File: config.mk
export PLATFORM = sky130hd
export DESIGN_NAME = lru_page_list_with_pin_skip
export DESIGN_NICKNAME = d
export VERILOG_FILES = /design/src/sv/lpl_pkg.sv /design/src/sv/lpl_ctrl.sv /design/src/sv/lpl_datapath.sv /design/src/sv/lru_page_list_with_pin_skip.sv
export SDC_FILE = /design/constraint.sdc
export NUM_CORES = 2
export LEC_CHECK = 0
export BUFFER_PORTS_ARGS = -buffer_cell sky130_fd_sc_hd__buf_4
export CORE_UTILIZATION = 30
export DETAILED_ROUTE_END_ITERATION = 8
export GPL_TIMING_DRIVEN = 0
export HOLD_SLACK_MARGIN = 0.1
export PLACE_DENSITY = 0.49
export SLEW_MARGIN = 20
export SYNTH_ARGS = -nofsm -noshare
export SYNTH_HDL_FRONTEND = slang
export SYNTH_SLANG_ARGS = --single-unit
File: constraint.sdc
create_clock -name clk -period 4.72 [get_ports clk]
set_input_delay 0.236 -clock clk [delete_from_list [all_inputs] [get_ports clk]]
set_output_delay 0.236 -clock clk [all_outputs]
set_load 0.005 [all_outputs]
File: src/sv/lpl_pkg.sv
package lpl_pkg;

    localparam logic [1:0] OP_PUSH  = 2'd0;
    localparam logic [1:0] OP_POP   = 2'd1;
    localparam logic [1:0] OP_FIND  = 2'd2;
    localparam logic [1:0] OP_CLEAR = 2'd3;

    typedef struct packed {
        logic [1:0]  opcode;
        logic [63:0] key;
        logic [2:0]  slot_index;
        logic [7:0]  pinned_mask;
    } lpl_req_t;

    typedef struct packed {
        logic        status;
        logic [2:0]  found_index;
        logic [63:0] removed_value;
        logic [3:0]  entry_count;
        logic        is_empty;
        logic        is_full;
    } lpl_rsp_t;

    typedef enum logic [1:0] {
        S_IDLE,
        S_MATCH,
        S_UPDATE
    } lpl_state_t;

    typedef struct packed {
        logic load;
        logic match;
        logic update;
    } lpl_cmd_t;

endpackage

File: src/sv/lpl_ctrl.sv
module lpl_ctrl
    import lpl_pkg::*;
(
    input  logic     clk,
    input  logic     rst_n,
    input  logic     req_valid,
    output logic     req_ready,
    output logic     rsp_valid,
    input  logic     rsp_ready,
    output lpl_cmd_t cmd
);

    lpl_state_t state_reg;
    lpl_state_t state_next;
    logic       rsp_valid_reg;
    logic       rsp_valid_next;
    logic       out_free;

    // result register can take a new result this cycle
    assign out_free = !rsp_valid_reg || rsp_ready;

    always_comb
    begin
        state_next = state_reg;
        case (state_reg)
            S_IDLE:
            begin
                if (req_valid)
                begin
                    state_next = S_MATCH;
                end
            end
            S_MATCH:
            begin
                state_next = S_UPDATE;
            end
            S_UPDATE:
            begin
                if (out_free)
                begin
                    state_next = S_IDLE;
                end
            end
            default:
            begin
                state_next = S_IDLE;
            end
        endcase
    end

    always_comb
    begin
        req_ready  = 1'b0;
        cmd.load   = 1'b0;
        cmd.match  = 1'b0;
        cmd.update = 1'b0;
        case (state_reg)
            S_IDLE:
            begin
                req_ready = 1'b1;
                cmd.load  = req_valid;
            end
            S_MATCH:
            begin
                cmd.match = 1'b1;
            end
            S_UPDATE:
            begin
                cmd.update = out_free;
            end
            default:
            begin
                req_ready = 1'b0;
            end
        endcase
    end

    always_comb
    begin
        rsp_valid_next = rsp_valid_reg;
        if (cmd.update)
        begin
            rsp_valid_next = 1'b1;
        end
        else if (rsp_ready)
        begin
            rsp_valid_next = 1'b0;
        end
    end

    always_ff @(posedge clk or negedge rst_n)
    begin
        if (!rst_n)
        begin
            state_reg     <= S_IDLE;
            rsp_valid_reg <= 1'b0;
        end
        else
        begin
            state_reg     <= state_next;
            rsp_valid_reg <= rsp_valid_next;
        end
    end

    assign rsp_valid = rsp_valid_reg;

endmodule

File: src/sv/lpl_datapath.sv
module lpl_datapath
    import lpl_pkg::*;
#(
    parameter int DEPTH = 8
)
(
    input  logic     clk,
    input  logic     rst_n,
    input  lpl_cmd_t cmd,
    input  lpl_req_t req,
    output lpl_rsp_t rsp
);

    localparam int IW = $clog2(DEPTH);
    localparam int CW = $clog2(DEPTH + 1);
    localparam int XW = (CW > 4) ? CW : 4;

    lpl_req_t          req_reg;
    logic [63:0]       entry_reg [DEPTH];
    logic [63:0]       entry_next [DEPTH];
    logic [CW-1:0]     count_reg;
    logic [CW-1:0]     count_next;
    logic [DEPTH-1:0]  match_reg;
    logic [DEPTH-1:0]  free_reg;
    lpl_rsp_t          rsp_reg;
    lpl_rsp_t          rsp_next;

    logic              hit;
    logic [IW-1:0]     hit_slot;
    logic              victim_any;
    logic [IW-1:0]     victim_slot;
    logic              rm_en;
    logic [IW-1:0]     rm_slot;
    logic              app_en;
    logic [CW-1:0]     app_pos;
    logic              clr;
    logic [XW-1:0]     count_x;
    logic [XW-1:0]     idx_x;
    logic [XW-1:0]     hit_x;
    logic [XW-1:0]     count_next_x;

    always_ff @(posedge clk)
    begin
        if (cmd.load)
        begin
            req_reg <= req;
        end
    end

    // parallel compare of every live slot, plus which slots may be evicted
    for (genvar g = 0; g < DEPTH; g++)
    begin : g_slot
        logic live;
        logic pin;
        assign live = CW'(g) < count_reg;
        if (g < 8)
        begin : g_pin
            assign pin = req_reg.pinned_mask[g];
        end
        else
        begin : g_nopin
            assign pin = 1'b0;
        end
        always_ff @(posedge clk)
        begin
            if (cmd.match)
            begin
                match_reg[g] <= live && (entry_reg[g] == req_reg.key);
                free_reg[g]  <= live && !pin;
            end
        end
    end

    // lowest set bit wins
    always_comb
    begin
        hit         = 1'b0;
        hit_slot    = '0;
        victim_any  = 1'b0;
        victim_slot = '0;
        for (int i = DEPTH - 1; i >= 0; i--)
        begin
            if (match_reg[i])
            begin
                hit      = 1'b1;
                hit_slot = IW'(i);
            end
            if (free_reg[i])
            begin
                victim_any  = 1'b1;
                victim_slot = IW'(i);
            end
        end
    end

    assign count_x = XW'(count_reg);
    assign idx_x   = XW'(req_reg.slot_index);
    assign hit_x   = XW'(hit_slot);

    always_comb
    begin
        rm_en      = 1'b0;
        rm_slot    = '0;
        app_en     = 1'b0;
        app_pos    = count_reg;
        clr        = 1'b0;
        count_next = count_reg;
        rsp_next   = '0;
        case (req_reg.opcode)
            OP_PUSH:
            begin
                if (hit)
                begin
                    rm_en   = 1'b1;
                    rm_slot = hit_slot;
                    app_en  = 1'b1;
                    app_pos = count_reg - CW'(1);
                end
                else if (count_reg != CW'(DEPTH))
                begin
                    app_en     = 1'b1;
                    count_next = count_reg + CW'(1);
                end
                else if (victim_any)
                begin
                    rm_en   = 1'b1;
                    rm_slot = victim_slot;
                    app_en  = 1'b1;
                    app_pos = count_reg - CW'(1);
                end
                else
                begin
                    rsp_next.status = 1'b1;
                end
            end
            OP_POP:
            begin
                if (idx_x < count_x)
                begin
                    rm_en                  = 1'b1;
                    rm_slot                = IW'(req_reg.slot_index);
                    rsp_next.removed_value = entry_reg[rm_slot];
                    count_next             = count_reg - CW'(1);
                end
                else
                begin
                    rsp_next.status = 1'b1;
                end
            end
            OP_FIND:
            begin
                if (hit)
                begin
                    rsp_next.found_index = hit_x[2:0];
                end
                else
                begin
                    rsp_next.status = 1'b1;
                end
            end
            OP_CLEAR:
            begin
                clr        = 1'b1;
                count_next = '0;
            end
            default:
            begin
                clr = 1'b0;
            end
        endcase
        count_next_x         = XW'(count_next);
        rsp_next.entry_count = count_next_x[3:0];
        rsp_next.is_empty    = (count_next == '0);
        rsp_next.is_full     = (count_next == CW'(DEPTH));
    end

    // close the gap by shifting down from the removed slot, then place the key; a clear zeroes every slot
    always_comb
    begin
        for (int i = 0; i < DEPTH; i++)
        begin
            entry_next[i] = entry_reg[i];
            if (rm_en && (IW'(i) >= rm_slot))
            begin
                entry_next[i] = (i < DEPTH - 1) ? entry_reg[(i + 1) % DEPTH] : 64'd0;
            end
            if (app_en && (CW'(i) == app_pos))
            begin
                entry_next[i] = req_reg.key;
            end
            if (clr)
            begin
                entry_next[i] = 64'd0;
            end
        end
    end

    always_ff @(posedge clk or negedge rst_n)
    begin
        if (!rst_n)
        begin
            count_reg <= '0;
            for (int i = 0; i < DEPTH; i++)
            begin
                entry_reg[i] <= 64'd0;
            end
        end
        else if (cmd.update)
        begin
            count_reg <= count_next;
            for (int i = 0; i < DEPTH; i++)
            begin
                entry_reg[i] <= entry_next[i];
            end
        end
    end

    always_ff @(posedge clk)
    begin
        if (cmd.update)
        begin
            rsp_reg <= rsp_next;
        end
    end

    assign rsp = rsp_reg;

endmodule

File: src/sv/lru_page_list_with_pin_skip.sv
// channel  | valid     | ready     | payload
// ---------+-----------+-----------+---------------------
// request  | req_valid | req_ready | req (lpl_req_t)
// response | rsp_valid | rsp_ready | rsp (lpl_rsp_t)
//
// one request is taken at a time, the next only after the last is done: capture, parallel key compare over
// all slots, then a shift/append update of the slot registers
// the update waits while an earlier response has not been transferred
// reset clears the list and count; the first request may follow at once
module lru_page_list_with_pin_skip
    import lpl_pkg::*;
#(
    parameter int DEPTH = 8
)
(
    input  logic     clk,
    input  logic     rst_n,
    input  logic     req_valid,
    output logic     req_ready,
    input  lpl_req_t req,
    output logic     rsp_valid,
    input  logic     rsp_ready,
    output lpl_rsp_t rsp
);

    lpl_cmd_t cmd;

    lpl_ctrl u_ctrl (
        .clk       (clk),
        .rst_n     (rst_n),
        .req_valid (req_valid),
        .req_ready (req_ready),
        .rsp_valid (rsp_valid),
        .rsp_ready (rsp_ready),
        .cmd       (cmd)
    );

    lpl_datapath #(
        .DEPTH (DEPTH)
    ) u_datapath (
        .clk   (clk),
        .rst_n (rst_n),
        .cmd   (cmd),
        .req   (req),
        .rsp   (rsp)
    );

endmodule

==> flow_metrics.py <==
metrics = {
    "sta": {
        "setup-tns-final_ns": 0,
        "skew_ns": 0.04586,
        "period_share_pct": 99.98,
        "setup_violations": 0,
        "finalHoldViolCount": 0,
        "holdWs_ns": 0.1956,
        "rsz0062_at_grt": "no",
        "max_freq_ghz": 0.2119,
        "fin_crit_ns": 4.719,
        "slew_violations": 0,
        "relSlewSlack_pct": 11.30,
        "worstMarginPinSlew_ns": 1.331,
        "layout_setup_ws_ns": 0.0007687,
    },
    "cts": {
        "root_buffer": "clkbuf_16",
        "cts.path.max_buffers": 3,
        "cts.clk_slew.worst_paths_ns": 0.07,
        "cts_tree": "done",
        "clock-sinks": 686,
        "numCtsBuffers": 88,
        "clk_latency_ns": 0.76,
        "h-tree-depth": 3,
    },
    "worst_setup_path": {
        "path_class": "register to register",
        "worstSetupStartpoint": "u_datapath.count_reg[0]",
        "worst-path-stages": 12,
        "r2r_start": "u_datapath.count_reg[0]",
        "required_ns": 5.29,
        "path_common_cell": "clkbuf_1",
        "crit_family": "compound AO/OA/AOI/OAI gates",
        "path_cells": "buf_2 -> inv_1 -> ha_1 -> clkbuf_1 -> or3_1 -> a2111oi_1 -> a221oi_2 -> a211o_1 -> clkbuf_1 -> nor2_1 -> a31oi_1 -> o21ai_0",
        "slowest_stage": "a211o_1",
        "cp.arrival_ns": 5.29,
        "rr_worst_depth": 12,
        "cpPeakStageDelay_ns": 0.87,
        "start_kind": "register",
        "cp-end-kind": "register",
        "crit_fanout": 12,
        "critPathBufInv": 4,
    },
    "drt": {
        "drt_iter0_markers": 5069,
        "drc": 0,
        "vias_per_cell": 5.845,
        "top_layer": "met5",
        "totalWireLength_mm": 221.7,
        "wire_per_inst_um": 35.36,
        "via_count": 36650,
        "wl_met1_mm": 88.02,
        "dr.pass1.iters": 8,
        "wl_met2_mm": 92.57,
        "ant_nets": 0,
        "dr_wl_met3_mm": 22.89,
    },
    "floorplan": {
        "fp-row-count": 137,
        "die_w_um": 376.5,
        "start_util_pct": 30.19,
        "die_area_sq_um": 141700,
        "ioPinCount": 157,
        "core-area_sq_um": 139400,
        "dieHeight_um": 376.5,
    },
    "synth": {
        "synth_area_leaders": "dfrtp_1 (31%), edfxtp_1 (12%), mux2i_1 (8.3%)",
        "yosys.area.top_type_share_pct": 30.87,
        "synth.avg_cell_area_sq_um": 10.61,
        "synth_largest_area_cell": "dfrtp_1",
        "synth_flop_cell": "dfrtp_1",
        "seq_area_frac_synth_pct": 42.79,
        "synth.most_common_cell": "dfrtp_1",
        "synth_nets": 4050,
        "synthCells": 3964,
        "synth_top_cells_by_count": "dfrtp_1 (519), nand2_1 (498), mux2i_1 (347), xnor2_1 (256), clkbuf_1 (244)",
        "ys_types": 68,
        "synth_edf_count": 167,
        "synth-seq-cells": 686,
        "ys_warn_count": 0,
        "synth_async_sr_flop_share_pct": 75.66,
        "syn-cell-area_sq_um": 42070,
    },
    "power_and_ir_drop": {
        "ir_drop_mv": 0.2946,
        "p_sw_share_pct": 46.62,
        "p_switching_mw": 14.67,
        "clockPowerShare_pct": 22.4,
        "seqPwrFrac_pct": 34.0,
        "power.total_mw": 31.47,
        "internal_power_mw": 16.80,
        "power.density_nw_per_um2": 632.4,
        "p_leak_nw": 20.62,
        "power_frac_comb_pct": 43.6,
    },
    "grt": {
        "grt-ovfl-total": 0,
        "first_global_vias": 34150,
        "gr-usage-all-layers_pct": 30.72,
        "grt_max_degree": 89,
        "antenna_found_initial": 21,
        "grt_pass1_wl_mm": 298.4,
    },
    "run_status": {
        "status": "finished clean",
    },
    "final_layout": {
        "largest_reg_flops": 512,
        "fin_cells": 6270,
        "fin_nets": 4391,
        "regArea_sq_um": 18000,
        "drive_gt1_share_pct": 17.58,
        "multi_input_area_sq_um": 22060,
        "fillCellCount": 14170,
        "final_cell_area_sq_um": 49770,
        "fin_util_pct": 35.71,
        "syn2layout_area_growth_pct": 18.29,
    },
    "job": {
        "drv_cap": 0,
    },
    "placement": {
        "io_buffers": 156,
        "dp.final_hpwl_mm": 168.2,
        "place_worst_setup_slack_ns": -0.4044,
        "dpl-instance-area_sq_um": 45980,
        "gp_congestion": 1.122,
        "dp.cells": 6009,
    },
    "worst_hold_path": {
        "min_path_type": "input port to register",
        "hp-start": "req[68]",
        "holdPathStages": 2,
    },
}
## layout make-up
| type | count | share of cell area [%] |
|---|---|---|
| diodes | 15 | 0.07543 |
| plain buffers | 393 | 3.452 |
| clock buffers | 117 | 4.727 |
| clock inverters | 47 | 1.056 |
| inverters | 99 | 0.7467 |
| multi-input cells | 2785 | 44.32 |
| flip-flops and latches | 686 | 36.17 |
| well taps | 1876 | 4.717 |
| repair buffers | 252 | 4.732 |
## power groups by stage
| stage | Sequential [mW] | Clock, mW | Combinational (mW) |
|---|---|---|---|
| 2_1_floorplan | 9.67 | 0 | 7.21 |
| 3_3_place_gp | 10.6 | 0 | 12.9 |
| 3_5_place_dp | 10.6 | 0 | 13.0 |
| 4_1_cts | 10.6 | 7.13 | 13.2 |
| 5_1_grt | 10.9 | 7.33 | 13.9 |
| 6_report | 10.7 | 7.05 | 13.7 |
## layer usage
layer	vias up	GRT usage, %
li1	14820	-
met1	18850	40.04
met2	2364	44.14
met3	599	8.461
met4	8	20.70
met5	-	0
## worst paths after layout
path                       slack, ns                   endpoint
max                           0.0008  u_datapath.entry_reg[270]
min                             0.20     u_datapath.req_reg[68]
min reg2reg                     0.53  u_datapath.entry_reg[492]
max reg2reg                   0.0008  u_datapath.entry_reg[270]
max in group asynchronous       2.49   u_datapath.entry_reg[93]
min in group asynchronous       0.53  u_datapath.entry_reg[207]
## what timing repair did
action,4_1_cts,5_1_grt
gates resized for setup,4,5
setup endpoints to repair,67,27
hold buffers,82,0
hold endpoints to repair,351,0
buffers inserted,0,0
## placed cells by master (no fill, tap or decap), types with 95 or more instances in the layout
master,synthesis,layout
dfrtp_1,519,519
nand2_1,498,498
mux2i_1,347,347
clkbuf_1,244,256
xnor2_1,256,254
xor2_1,218,218
mux2_2,217,217
buf_4,40,195
nor2_1,190,190
edfxtp_1,167,167
o21ai_0,154,154
mux4_2,128,128
mux2_1,106,106
inv_1,98,98
o31ai_1,95,95
## kinds of logic after synthesis
logic type,Yosys count,share of synthesized area [%]
compound gates,544,8.429
xor+xnor,474,9.868
fa+ha+maj,5,0.1487
buf+inv,493,4.895
flops,686,42.79
mux,798,23.75
simple gates,964,10.11
Note: power is estimated with default switching activity, not from simulation.
